==> src/design/sfp_pkg.sv <==
// Shared types, constants and the rate-code decoder for the OFDM SIGNAL field parser.
// Used by every module of the block and by its checker. No dependencies.

package sfp_pkg;

  localparam int SigWidth    = 18;
  localparam int LenWidth    = 12;
  localparam int SymWidth    = 11;
  localparam int NumWidth    = 16;  // service + 8*length + tail + divisor - 1
  localparam int QuotWidth   = 14;  // dividend after the power-of-two shift
  localparam int RecipShift  = 19;
  localparam int RecipWidth  = 18;
  localparam int ProdWidth   = QuotWidth + RecipWidth;

  localparam int QueueDepthDef = 4;

  // service (16) plus tail (6) bits
  localparam logic [NumWidth-1:0] FixedBits = NumWidth'(22);

  // ceil(2^19 / m); exact for every dividend below 2^14
  localparam logic [RecipWidth-1:0] Recip3  = RecipWidth'(((1 << RecipShift) + 2) / 3);
  localparam logic [RecipWidth-1:0] Recip9  = RecipWidth'(((1 << RecipShift) + 8) / 9);
  localparam logic [RecipWidth-1:0] Recip27 = RecipWidth'(((1 << RecipShift) + 26) / 27);

  typedef enum logic [1:0] {
    ST_OK     = 2'd0,
    ST_PARITY = 2'd1,
    ST_RATE   = 2'd2
  } sfp_status_t;

  typedef enum logic [1:0] {
    DIV3  = 2'd0,
    DIV9  = 2'd1,
    DIV27 = 2'd2
  } sfp_div_t;

  typedef enum logic [1:0] {
    MOD_BPSK  = 2'd0,
    MOD_QPSK  = 2'd1,
    MOD_QAM16 = 2'd2,
    MOD_QAM64 = 2'd3
  } sfp_mod_t;

  typedef enum logic [3:0] {
    RC_6M  = 4'd11,
    RC_9M  = 4'd15,
    RC_12M = 4'd10,
    RC_18M = 4'd14,
    RC_24M = 4'd9,
    RC_36M = 4'd13,
    RC_48M = 4'd8,
    RC_54M = 4'd12
  } sfp_rate_code_t;

  typedef struct packed {
    logic       known;
    logic [2:0] enc;
    logic [1:0] modn;
    logic [7:0] dbps_m1;  // bits per symbol minus one
    logic [2:0] shift;    // power-of-two part of bits per symbol
    sfp_div_t   dsel;     // odd part: 3, 9 or 27
  } sfp_rate_t;

  // one classified item, as held in the queue
  typedef struct packed {
    sfp_status_t          status;
    logic [2:0]           enc;
    logic [1:0]           modn;
    logic [LenWidth-1:0]  len;
    logic [QuotWidth-1:0] quot;
    sfp_div_t             dsel;
  } sfp_entry_t;

  function automatic sfp_rate_t rate_lookup(input logic [3:0] code);
    sfp_rate_t r;
    r = '{known: 1'b0, enc: 3'd0, modn: 2'd0, dbps_m1: 8'd0, shift: 3'd0, dsel: DIV3};
    unique case (code)
      RC_6M:   r = '{1'b1, 3'd0, MOD_BPSK,  8'd23,  3'd3, DIV3};
      RC_9M:   r = '{1'b1, 3'd1, MOD_BPSK,  8'd35,  3'd2, DIV9};
      RC_12M:  r = '{1'b1, 3'd2, MOD_QPSK,  8'd47,  3'd4, DIV3};
      RC_18M:  r = '{1'b1, 3'd3, MOD_QPSK,  8'd71,  3'd3, DIV9};
      RC_24M:  r = '{1'b1, 3'd4, MOD_QAM16, 8'd95,  3'd5, DIV3};
      RC_36M:  r = '{1'b1, 3'd5, MOD_QAM16, 8'd143, 3'd4, DIV9};
      RC_48M:  r = '{1'b1, 3'd6, MOD_QAM64, 8'd191, 3'd6, DIV3};
      RC_54M:  r = '{1'b1, 3'd7, MOD_QAM64, 8'd215, 3'd3, DIV27};
      default: r = '{1'b0, 3'd0, 2'd0,      8'd0,   3'd0, DIV3};
    endcase
    return r;
  endfunction

  function automatic logic [RecipWidth-1:0] recip_of(input sfp_div_t d);
    logic [RecipWidth-1:0] v;
    v = Recip3;
    unique case (d)
      DIV3:    v = Recip3;
      DIV9:    v = Recip9;
      DIV27:   v = Recip27;
      default: v = Recip3;
    endcase
    return v;
  endfunction

endpackage

==> src/design/ofdm_signal_field_parser_top.sv <==
// OFDM SIGNAL field parser, top level.
// Usage:
//   Input channel: sig_valid / sig_stall with the 18 decoded SIGNAL bits on
//   signal_bits. A word is taken on a rising edge with sig_valid high and
//   sig_stall low. Output channel: res_valid / res_stall with status,
//   encoding, frame_length_bytes, frame_symbol_count and modulation; one
//   result per word, in order.
//   Throughput: one word per cycle, sustained, for as long as the receiver
//   takes results; the single 14x18 reciprocal multiply is pipelined.
//   Path: a taken word is registered in the queue, then in the multiply
//   register, then in the output register.
//   The symbol count is ceil(total bits / bits per symbol), worked as a
//   power-of-two shift followed by a multiply by the reciprocal of 3, 9 or 27.
//   Stall: when res_stall is high the result holds; the pipeline and then
//   the QUEUE_DEPTH-entry queue fill, after which sig_stall rises.
//   Reset (rst, synchronous): empties the queue and the pipeline; no item
//   state survives. No clearing pass is needed.
// Depends on sfp_pkg, sfp_front, sfp_queue, sfp_back.

module ofdm_signal_field_parser_top
  import sfp_pkg::*;
#(
  parameter int QUEUE_DEPTH = QueueDepthDef
) (
  input  logic                clk,
  input  logic                rst,
  input  logic                sig_valid,
  output logic                sig_stall,
  input  logic [SigWidth-1:0] signal_bits,
  output logic                res_valid,
  input  logic                res_stall,
  output logic [1:0]          status,
  output logic [2:0]          encoding,
  output logic [LenWidth-1:0] frame_length_bytes,
  output logic [SymWidth-1:0] frame_symbol_count,
  output logic [1:0]          modulation
);

  logic       push;
  logic       pop;
  logic       q_full;
  logic       q_nonempty;
  sfp_entry_t push_entry;
  sfp_entry_t head;

  sfp_front u_front (
    .sig_valid  (sig_valid),
    .signal_bits(signal_bits),
    .queue_full (q_full),
    .sig_stall  (sig_stall),
    .push       (push),
    .push_entry (push_entry)
  );

  sfp_queue #(
    .DEPTH(QUEUE_DEPTH)
  ) u_queue (
    .clk       (clk),
    .rst       (rst),
    .push      (push),
    .push_entry(push_entry),
    .pop       (pop),
    .full      (q_full),
    .nonempty  (q_nonempty),
    .head      (head)
  );

  sfp_back u_back (
    .clk               (clk),
    .rst               (rst),
    .head_valid        (q_nonempty),
    .head              (head),
    .pop               (pop),
    .res_valid         (res_valid),
    .res_stall         (res_stall),
    .status            (status),
    .encoding          (encoding),
    .frame_length_bytes(frame_length_bytes),
    .frame_symbol_count(frame_symbol_count),
    .modulation        (modulation)
  );

endmodule

==> src/design/sfp_front.sv <==
// Front end: takes SIGNAL words, checks parity, decodes the rate code and
// prepares the shifted dividend. Depends on sfp_pkg.

module sfp_front
  import sfp_pkg::*;
(
  input  logic                sig_valid,
  input  logic [SigWidth-1:0] signal_bits,
  input  logic                queue_full,
  output logic                sig_stall,
  output logic                push,
  output sfp_entry_t          push_entry
);

  sfp_rate_t           rate;
  logic                par_bad;
  logic [LenWidth-1:0] len;
  logic [NumWidth-1:0] num;
  logic [NumWidth-1:0] num_sh;

  assign sig_stall = queue_full;
  assign push      = sig_valid && !queue_full;

  always_comb begin
    rate    = rate_lookup(signal_bits[3:0]);
    par_bad = (^signal_bits[16:0]) != signal_bits[17];
    len     = signal_bits[16:5];
    // ceil(total / d) = floor((total + d - 1) / d), power-of-two part first
    num     = {1'b0, len, 3'b000} + FixedBits + NumWidth'(rate.dbps_m1);
    num_sh  = num >> rate.shift;

    push_entry.len = len;
    if (par_bad) begin
      push_entry.status = ST_PARITY;
    end else if (!rate.known) begin
      push_entry.status = ST_RATE;
    end else begin
      push_entry.status = ST_OK;
    end

    if (!par_bad && rate.known) begin
      push_entry.enc  = rate.enc;
      push_entry.modn = rate.modn;
      push_entry.quot = num_sh[QuotWidth-1:0];
      push_entry.dsel = rate.dsel;
    end else begin
      // zero dividend yields a zero symbol count downstream
      push_entry.enc  = 3'd0;
      push_entry.modn = 2'd0;
      push_entry.quot = '0;
      push_entry.dsel = DIV3;
    end
  end

endmodule

==> src/design/sfp_queue.sv <==
// Short FIFO of classified items between the front and back ends.
// Depends on sfp_pkg.

module sfp_queue
  import sfp_pkg::*;
#(
  parameter int DEPTH = QueueDepthDef
) (
  input  logic       clk,
  input  logic       rst,
  input  logic       push,
  input  sfp_entry_t push_entry,
  input  logic       pop,
  output logic       full,
  output logic       nonempty,
  output sfp_entry_t head
);

  localparam int PtrW = (DEPTH > 1) ? $clog2(DEPTH) : 1;
  localparam int CntW = $clog2(DEPTH + 1);

  sfp_entry_t          mem [DEPTH];
  logic [PtrW-1:0]     wr_ptr;
  logic [PtrW-1:0]     rd_ptr;
  logic [CntW-1:0]     count;
  logic [CntW-1:0]     count_next;

  assign full     = (count == CntW'(DEPTH));
  assign nonempty = (count != '0);
  assign head     = mem[rd_ptr];

  always_comb begin
    count_next = count;
    if (push && !(pop && nonempty)) begin
      count_next = count + CntW'(1);
    end else if (!push && pop && nonempty) begin
      count_next = count - CntW'(1);
    end
  end

  always_ff @(posedge clk) begin
    if (push) begin
      mem[wr_ptr] <= push_entry;
    end
  end

  always_ff @(posedge clk) begin
    if (rst) begin
      wr_ptr <= '0;
      rd_ptr <= '0;
      count  <= '0;
    end else begin
      count <= count_next;
      if (push) begin
        wr_ptr <= (wr_ptr == PtrW'(DEPTH - 1)) ? '0 : wr_ptr + PtrW'(1);
      end
      if (pop && nonempty) begin
        rd_ptr <= (rd_ptr == PtrW'(DEPTH - 1)) ? '0 : rd_ptr + PtrW'(1);
      end
    end
  end

endmodule

==> src/design/sfp_back.sv <==
// Back end: reciprocal multiply for the symbol count, then the output register.
// Depends on sfp_pkg.

module sfp_back
  import sfp_pkg::*;
(
  input  logic                clk,
  input  logic                rst,
  input  logic                head_valid,
  input  sfp_entry_t          head,
  output logic                pop,
  output logic                res_valid,
  input  logic                res_stall,
  output logic [1:0]          status,
  output logic [2:0]          encoding,
  output logic [LenWidth-1:0] frame_length_bytes,
  output logic [SymWidth-1:0] frame_symbol_count,
  output logic [1:0]          modulation
);

  // multiply stage
  logic                 mul_valid;
  sfp_status_t          mul_status;
  logic [2:0]           mul_enc;
  logic [1:0]           mul_modn;
  logic [LenWidth-1:0]  mul_len;
  logic [ProdWidth-1:0] mul_prod;

  logic out_adv;
  logic mul_adv;

  assign out_adv = !res_valid || !res_stall;
  assign mul_adv = !mul_valid || out_adv;
  assign pop     = head_valid && mul_adv;

  always_ff @(posedge clk) begin
    if (rst) begin
      mul_valid <= 1'b0;
      res_valid <= 1'b0;
    end else begin
      if (mul_adv) begin
        mul_valid <= head_valid;
      end
      if (out_adv) begin
        res_valid <= mul_valid;
      end
    end
  end

  always_ff @(posedge clk) begin
    if (pop) begin
      mul_status <= head.status;
      mul_enc    <= head.enc;
      mul_modn   <= head.modn;
      mul_len    <= head.len;
      mul_prod   <= ProdWidth'(head.quot) * ProdWidth'(recip_of(head.dsel));
    end
    if (out_adv && mul_valid) begin
      status             <= mul_status;
      encoding           <= mul_enc;
      modulation         <= mul_modn;
      frame_length_bytes <= mul_len;
      frame_symbol_count <= mul_prod[RecipShift +: SymWidth];
    end
  end

endmodule

==> config.mk <==
export PLATFORM = sky130hd
export DESIGN_NAME = ofdm_signal_field_parser_top
export DESIGN_NICKNAME = d
export VERILOG_FILES = /design/src/design/sfp_pkg.sv /design/src/design/ofdm_signal_field_parser_top.sv /design/src/design/sfp_front.sv /design/src/design/sfp_queue.sv /design/src/design/sfp_back.sv
export SDC_FILE = /design/constraint.sdc
export NUM_CORES = 1
export LEC_CHECK = 0
export BUFFER_PORTS_ARGS = -buffer_cell sky130_fd_sc_hd__buf_2
export CAP_MARGIN = 20
export CORE_AREA = 10 10 156 267
export DETAILED_ROUTE_END_ITERATION = 8
export DIE_AREA = 0 0 166 277
export GPL_TIMING_DRIVEN = 0
export SYNTH_ARGS = -nofsm -noshare
export SYNTH_HDL_FRONTEND = slang
export SYNTH_SLANG_ARGS = --single-unit
==> constraint.sdc <==
create_clock -name clk -period 9.98 [get_ports clk]
set_input_delay 0.998 -clock clk [delete_from_list [all_inputs] [get_ports clk]]
set_output_delay 0.998 -clock clk [all_outputs]
set_load 0.005 [all_outputs]
==> results.json, run 1 <==
{
  "clock_skew_ns": 0.0111,
  "max_slew_margin": 0.358,
  "htreeDepth": 4,
  "route.detailed.drc": 0,
  "dieArea_sq_mm": 0.0460,
  "min_from": "u_back.mul_len[11]",
  "clock_sinks": 199,
  "synth_seq_area_share": 0.399,
  "synth-main-ff-cell": "edfxtp_1",
  "wl_per_cell_microns": 19.4,
  "worst_slack_ns": 1.51,
  "clk_latency_ns": 0.45,
  "cp-endpoint": "u_back.mul_prod[29]",
  "r2r_end": "u_back.mul_prod[29]",
  "layout_commonest_cell": "inv_1",
  "critical_path_class": "reg -> reg",
  "hpwl_microns": 27000,
  "regToRegSetupSlack_ns": 1.51,
  "tightest_slew_ns": 0.962,
  "overflow": 0,
  "ys_warn_count": 0,
  "grt_pass1_wl_microns": 53400,
  "synthCells": 1155,
  "post_cts_buffers": 0,
  "drt_pre_antenna_iters": 5,
  "fill_cells": 3440,
  "status": "finished, final reports clean",
  "seq_area_sq_mm": 0.00587,
  "multiInputGateArea_sq_mm": 0.00797,
  "place_area_sq_mm": 0.0157,
  "syn-num-nets": 1463,
  "antenna_found_initial": 0,
  "numCtsBuffers": 17,
  "hold_depth": 0,
  "die_x_microns": 166,
  "path_max_fanout": 10,
  "drt-total-wl_microns": 33500,
  "synthDistinctLibCells": 57,
  "cts_tree": "done",
  "via_count": 8771,
  "port_buffers": 52,
  "cts.repair.resized": 0,
  "required_ns": 10.16,
  "syn_area_per_cell_sq_um": 12.7,
  "grt_pass1_vias": 9920,
  "critPathLaunchType": "register",
  "drt_iter0_drc": 392,
  "coreArea_sq_mm": 0.0373,
  "drive_gt1_frac": 0.120,
  "cp-end-kind": "register",
  "max_cap_violations": 0,
  "routabilityCongestion": 0.919,
  "initial_core_util": 0.394,
  "area_growth_syn_to_layout_pct": 11.1,
  "rows": 94,
  "layout_common_cells": "inv_1, edfxtp_1, ha_1",
  "post-route-period-util": 0.849,
  "root_buffer": "clkbuf_16",
  "place_ws_ns": 1.48,
  "synth_area_sq_mm": 0.0147,
  "gr-usage-all-layers": 0.148,
  "rsz0062_at_grt": "no",
  "synth_edf_count": 188,
  "cts_max_path_buffers": 2,
  "maxSlewViolCount": 0,
  "synth-async-reset-ratio": 0,
  "dieHeight_microns": 277,
  "grt_max_degree": 32,
  "viasPerCell": 5.08,
  "reg2regPathDepth": 26,
  "setup_viol": 0,
  "pin_count": 54,
  "worstPathArrival_ns": 8.66,
  "yosys_register_bits": 199,
  "cts_hold_buffers": 0,
  "hold_path.class": "reg -> reg",
  "fin_area_sq_mm": 0.0163,
  "path_clk_slew_ns": 0.08,
  "hold_viol": 0,
  "final_antenna_net_count": 0,
  "tns_ns": 0,
  "n_antenna_cell": 0,
  "period_needed_ns": 8.47,
  "fmax_ghz": 0.118,
  "final_nets": 1540
}
==> final cells by class <==
cell class	count	area share
multi-input cells	724	0.488
inverters	193	0.0444
well taps	480	0.0368
clock inverters	15	0.0120
clock buffers	17	0.0260
plain buffers	39	0.0106
repair buffers	58	0.0233
flip-flops and latches	199	0.359
==> through the flow <==
| step | util | cells | hold slack (ns) |
|---|---|---|---|
| 2_1_floorplan | - | 1155 | 0.400 |
| 3_3_place_gp | 0.417 | 1687 | 0.401 |
| 4_1_cts | 0.438 | 1725 | 0.425 |
| 5_1_grt | 0.438 | 1725 | 0.432 |
| 3_5_place_dp | 0.421 | 1693 | 0.405 |
| 6_report | 0.438 | 1725 | 0.423 |
==> state kept, by name (all words and copies together), names as in the netlist, 2 cells and up, named ones only <==
signal / cells
u_queue.wr_ptr: 2
u_back.frame_symbol_count: 11
u_back.mul_prod: 11
u_queue.rd_ptr: 2
u_queue.count: 3
u_back.mul_status: 2
u_back.modulation: 2
u_back.mul_modn: 2
u_back.mul_len: 12
u_queue.mem: 132
u_back.status: 2
u_back.frame_length_bytes: 12
==> cells by family (layout without fill, tap and decap cells) <==
kind of cell / count (synthesis) / in the layout / share of synthesized area
xor gates and xnor gates: 57 / 57 / 0.0340
and+or+nand+nor: 220 / 220 / 0.0764
adders and majority gates: 288 / 288 / 0.313
DFF: 199 / 199 / 0.399
AOI/OAI and AO/OA: 101 / 101 / 0.0453
buffers and inverters: 232 / 322 / 0.0610
muxes: 58 / 58 / 0.0714
==> routing by layer <==
metal	vias to the layer above	global-route usage	part of all wire	wire [microns]
met4	0	0.0770	0.048	1610
met3	64	0.0178	0.019	647
met1	4462	0.140	0.35	11700
met2	135	0.299	0.59	19600
li1	4110	-	-	-
met5	-	0	0	0
==> synthesized netlist by cell type (all sizes together) (3+ instances only) <==
cell	n	area share
mux2i	19	0.013
ha	153	0.13
xnor2	44	0.026
and2	33	0.014
edfxtp	188	0.38
a31oi	5	0.0021
a21o	6	0.0031
o211ai	3	0.0015
o21ai	17	0.0058
o22ai	5	0.0021
nor2	42	0.011
nor3	9	0.0031
a211oi	8	0.0049
mux2	3	0.0023
nand2	51	0.013
xor2	13	0.0077
a21oi	34	0.012
dfxtp	11	0.015
or2	4	0.0017
nand4	10	0.0043
nor2b	17	0.0072
buf	12	0.0049
mux4	36	0.056
inv	193	0.049
or3	3	0.0013
fa	133	0.18
nand2b	22	0.0094
and3	8	0.0034
nand3	17	0.0058
o21bai	4	0.0020
clkbuf	27	0.0069
==> worst min path at each step <==
stage,slack [ns],end
4_1_cts,0.42,u_back.frame_length_bytes[8]
5_1_grt,0.43,u_back.frame_symbol_count[4]
3_3_place_gp,0.40,u_back.frame_length_bytes[6]
6_report,0.42,u_back.frame_length_bytes[11]
3_5_place_dp,0.40,u_back.encoding[0]
2_1_floorplan,0.40,u_back.encoding[0]
==> worst max-delay path: stages (launching register included) <==
cell and delay [ns]:
dfxtp_1 0.31, buf_2 0.25, clkbuf_1 0.52, mux4_2 0.42, ha_1 0.28, clkbuf_1 0.39
clkbuf_1 0.45, and2_1 0.37, inv_1 0.10, fa_1 0.40, fa_1 0.55, inv_1 0.06
fa_1 0.51, fa_1 0.42, fa_1 0.53, inv_1 0.05, fa_1 0.47, inv_1 0.04
ha_1 0.31, a211oi_1 0.24, o21ai_0 0.16, nor2_1 0.26, a211oi_4 0.15, o311ai_2 0.39
a311oi_2 0.19, a21oi_1 0.24, xnor2_1 0.12
Power of run 1 is left out: the tool's default activity adds up to more than one toggle a clock period on the data nets, which glitch-free logic cannot reach.
==> inputs of run 2 (changes only) <==
Settings changed: ABC_AREA set to 1, CORE_AREA 10 10 156 267 to 10 10 160 273, DIE_AREA 0 0 166 277 to 0 0 170 283.
Clock period 9.98 ns to 8.6 ns, I/O delays scaled along.
==> run 2 against run 1 <==
  * The run now ends with DRC left
  * First-iteration DRC count is 30% higher
  * Maximum frequency increased by 7.7%
  * Register-to-register slack got worse by 0.77 ns
  * Routed wire length rose by 14%
  * Clock-buffer cell count increased by 3
  * Synthesized cell count grew 39%
  * Final cell count increased by 27%
  * Sequential share of layout area fell by 1.6 points
  * Sequential cell count unchanged
  * Clock skew rose by 0.0024 ns
==> results.json, run 2 <==
{
  "overflow": 0,
  "synth_seq_area_share": 0.381,
  "port_buffers": 53,
  "ys_warn_count": 0,
  "root_buffer": "clkbuf_16",
  "final_nets": 1994,
  "drt_iter0_drc": 510,
  "max_cap_violations": 0,
  "grt_max_degree": 27,
  "top_regs": "u_queue.mem: 132 flops, u_back.frame_length_bytes: 12 flops, u_back.mul_len: 12 flops",
  "route.detailed.drc": 1,
  "n_antenna_cell": 0,
  "cts_max_path_buffers": 2,
  "maxSlewViolCount": 0,
  "gr-usage-all-layers": 0.162,
  "slowest_delay_ns": 0.63,
  "pin_count": 54,
  "hold_viol": 0,
  "place_ws_ns": 0.661,
  "synth_most_common_cell": "nand2_1",
  "path_clk_slew_ns": 0.07,
  "yosys-top-cells-area": "edfxtp_1, fa_1, ha_1",
  "fin_util": 0.438,
  "hold_depth": 0,
  "reg2regPathDepth": 32,
  "period_needed_ns": 7.87,
  "dp.cells": 2157,
  "r2r_end": "u_back.mul_prod[29]",
  "synth.top_cell.area_share": 0.366,
  "hpwl_microns": 31800,
  "die_x_microns": 170,
  "clock_skew_ns": 0.0135,
  "synth-main-ff-cell": "edfxtp_1",
  "regToRegSetupSlack_ns": 0.73,
  "cp-end-kind": "register",
  "syn-num-nets": 1916,
  "status": "finished, violations left",
  "layout_common_cells": "nand2_1, inv_1, edfxtp_1",
  "largest_reg_flops": 132,
  "grt_pass1_vias": 11700,
  "syn_area_per_cell_sq_um": 9.59,
  "cts_hold_buffers": 0,
  "required_ns": 8.80,
  "synthCells": 1608,
  "drt_pre_antenna_iters": 8,
  "dieHeight_microns": 283,
  "antenna_found_initial": 0,
  "routabilityCongestion": 0.908,
  "synth_area_sq_mm": 0.0154,
  "fmax_ghz": 0.127,
  "hold_path_end": "u_back.modulation[1]",
  "synthTopCellsByCount": "nand2_1, inv_1, edfxtp_1",
  "max_slew_margin": 0.523,
  "seq_area_sq_mm": 0.00587,
  "clk_latency_ns": 0.44,
  "tns_ns": 0,
  "tightest_slew_ns": 0.715,
  "final_antenna_net_count": 0,
  "wl_per_cell_microns": 17.5,
  "stdcell_count": 2189,
  "path_max_fanout": 10,
  "drive_gt1_frac": 0.0765,
  "setup_viol": 0,
  "cts_tree": "done",
  "grt_pass1_wl_microns": 61000,
  "top_register": "u_queue.mem",
  "min_from": "u_back.mul_modn[1]",
  "numCtsBuffers": 17,
  "hold_path.class": "reg -> reg",
  "viasPerCell": 5.02,
  "synth_edf_count": 188,
  "worstPathArrival_ns": 8.07,
  "critPathLaunchType": "register",
  "fill_cells": 3753,
  "coreArea_sq_mm": 0.0390,
  "violations": "DRC",
  "yosys_register_bits": 199,
  "area_growth_syn_to_layout_pct": 10.9,
  "multiInputGateArea_sq_mm": 0.00830,
  "via_count": 11000,
  "synthDistinctLibCells": 42,
  "post-route-period-util": 0.915,
  "clock_sinks": 199,
  "dieArea_sq_mm": 0.0481,
  "post_cts_buffers": 0,
  "initial_core_util": 0.395,
  "htreeDepth": 4,
  "rows": 96,
  "worst_slack_ns": 0.733,
  "synth-async-reset-ratio": 0,
  "drt-total-wl_microns": 38200,
  "layout_commonest_cell": "nand2_1",
  "synth.largest_area_cell": "edfxtp_1",
  "critPathSlowestCell": "fa_1",
  "critical_path_class": "reg -> reg",
  "rsz0062_at_grt": "no"
}
==> run 2: cell types whose count changed in the layout (fill, tap and decap cells not counted), moves of 32 or more <==
| cell | before | now |
|---|---|---|
| inv_1 | 193 | 285 |
| mux4_2 | 32 | 0 |
| nand3_1 | 17 | 91 |
| nor2_1 | 42 | 163 |
| o21ai_0 | 17 | 60 |
| nand2_1 | 51 | 298 |
==> run 2: how the worst max path moves through the flow <==
stage	end	slack [ns]	depth (start not counted)
finish	u_back.mul_prod[29]	0.73	32
floorplan	u_back.mul_prod[29]	2.14	31
detailed placement	u_back.mul_prod[29]	0.66	32
CTS	u_back.mul_prod[29]	0.66	32
global route	u_back.mul_prod[29]	0.11	32
global placement	u_back.mul_prod[29]	0.74	32
==> run 2: metrics by stage <==
| stage | hold WS (ns) | cell area [sq um] |
|---|---|---|
| 2_1_floorplan | 0.400 | 15400 |
| 3_3_place_gp | 0.404 | 16300 |
| 3_5_place_dp | 0.405 | 16500 |
| 4_1_cts | 0.423 | 17100 |
| 5_1_grt | 0.427 | 17100 |
| 6_report | 0.420 | 17100 |
==> run 2: metal layers <==
metal  global-route usage  up-vias  routed length (microns)
met3               0.0156       93                      739
li1                     -     5338                        -
met2                0.319      214                    22200
met5                    0        -                        0
met4               0.0962        0                     2230
met1                0.155     5341                    13000
==> run 2: cell type report <==
class                           count  share of cell area
Multi-Input combinational cell   1079               0.486
Inverter                          294              0.0646
Sequential cell                   199               0.343
Tap cell                          490              0.0359
Clock buffer                       20              0.0255
Clock inverter                     12              0.0110
Timing Repair Buffer               59              0.0239
Buffer                             36              0.0102
==> run 2: worst max-delay path, delay by kind of cell, from the launching register on <==
kind / cells / cell delay (ns)
buffers and inverters: 12 / 1.85
and+or+nand+nor: 11 / 1.32
DFF: 1 / 0.34
AOI/OAI and AO/OA: 1 / 0.26
adders and majority gates: 8 / 3.81
==> run 2: logic make-up (layout without fill, tap and decap cells) <==
| kind of cell | Yosys count | in the layout | share of synthesized area |
|---|---|---|---|
| and+or+nand+nor | 591 | 591 | 0.158 |
| buffers and inverters | 330 | 421 | 0.0830 |
| adders and majority gates | 286 | 286 | 0.297 |
| DFF | 199 | 199 | 0.381 |
| AOI/OAI and AO/OA | 162 | 162 | 0.0591 |
| xor gates and xnor gates | 38 | 38 | 0.0216 |
| muxes | 2 | 2 | 0.00130 |
==> run 2: timing repair <==
| item | CTS | global route |
|---|---|---|
| setup endpoints to repair | 0 | 1 |
| endpoints found under the hold margin | 0 | 0 |
| gates resized for setup | 0 | 1 |
Power of run 2 is left out for the same reason.
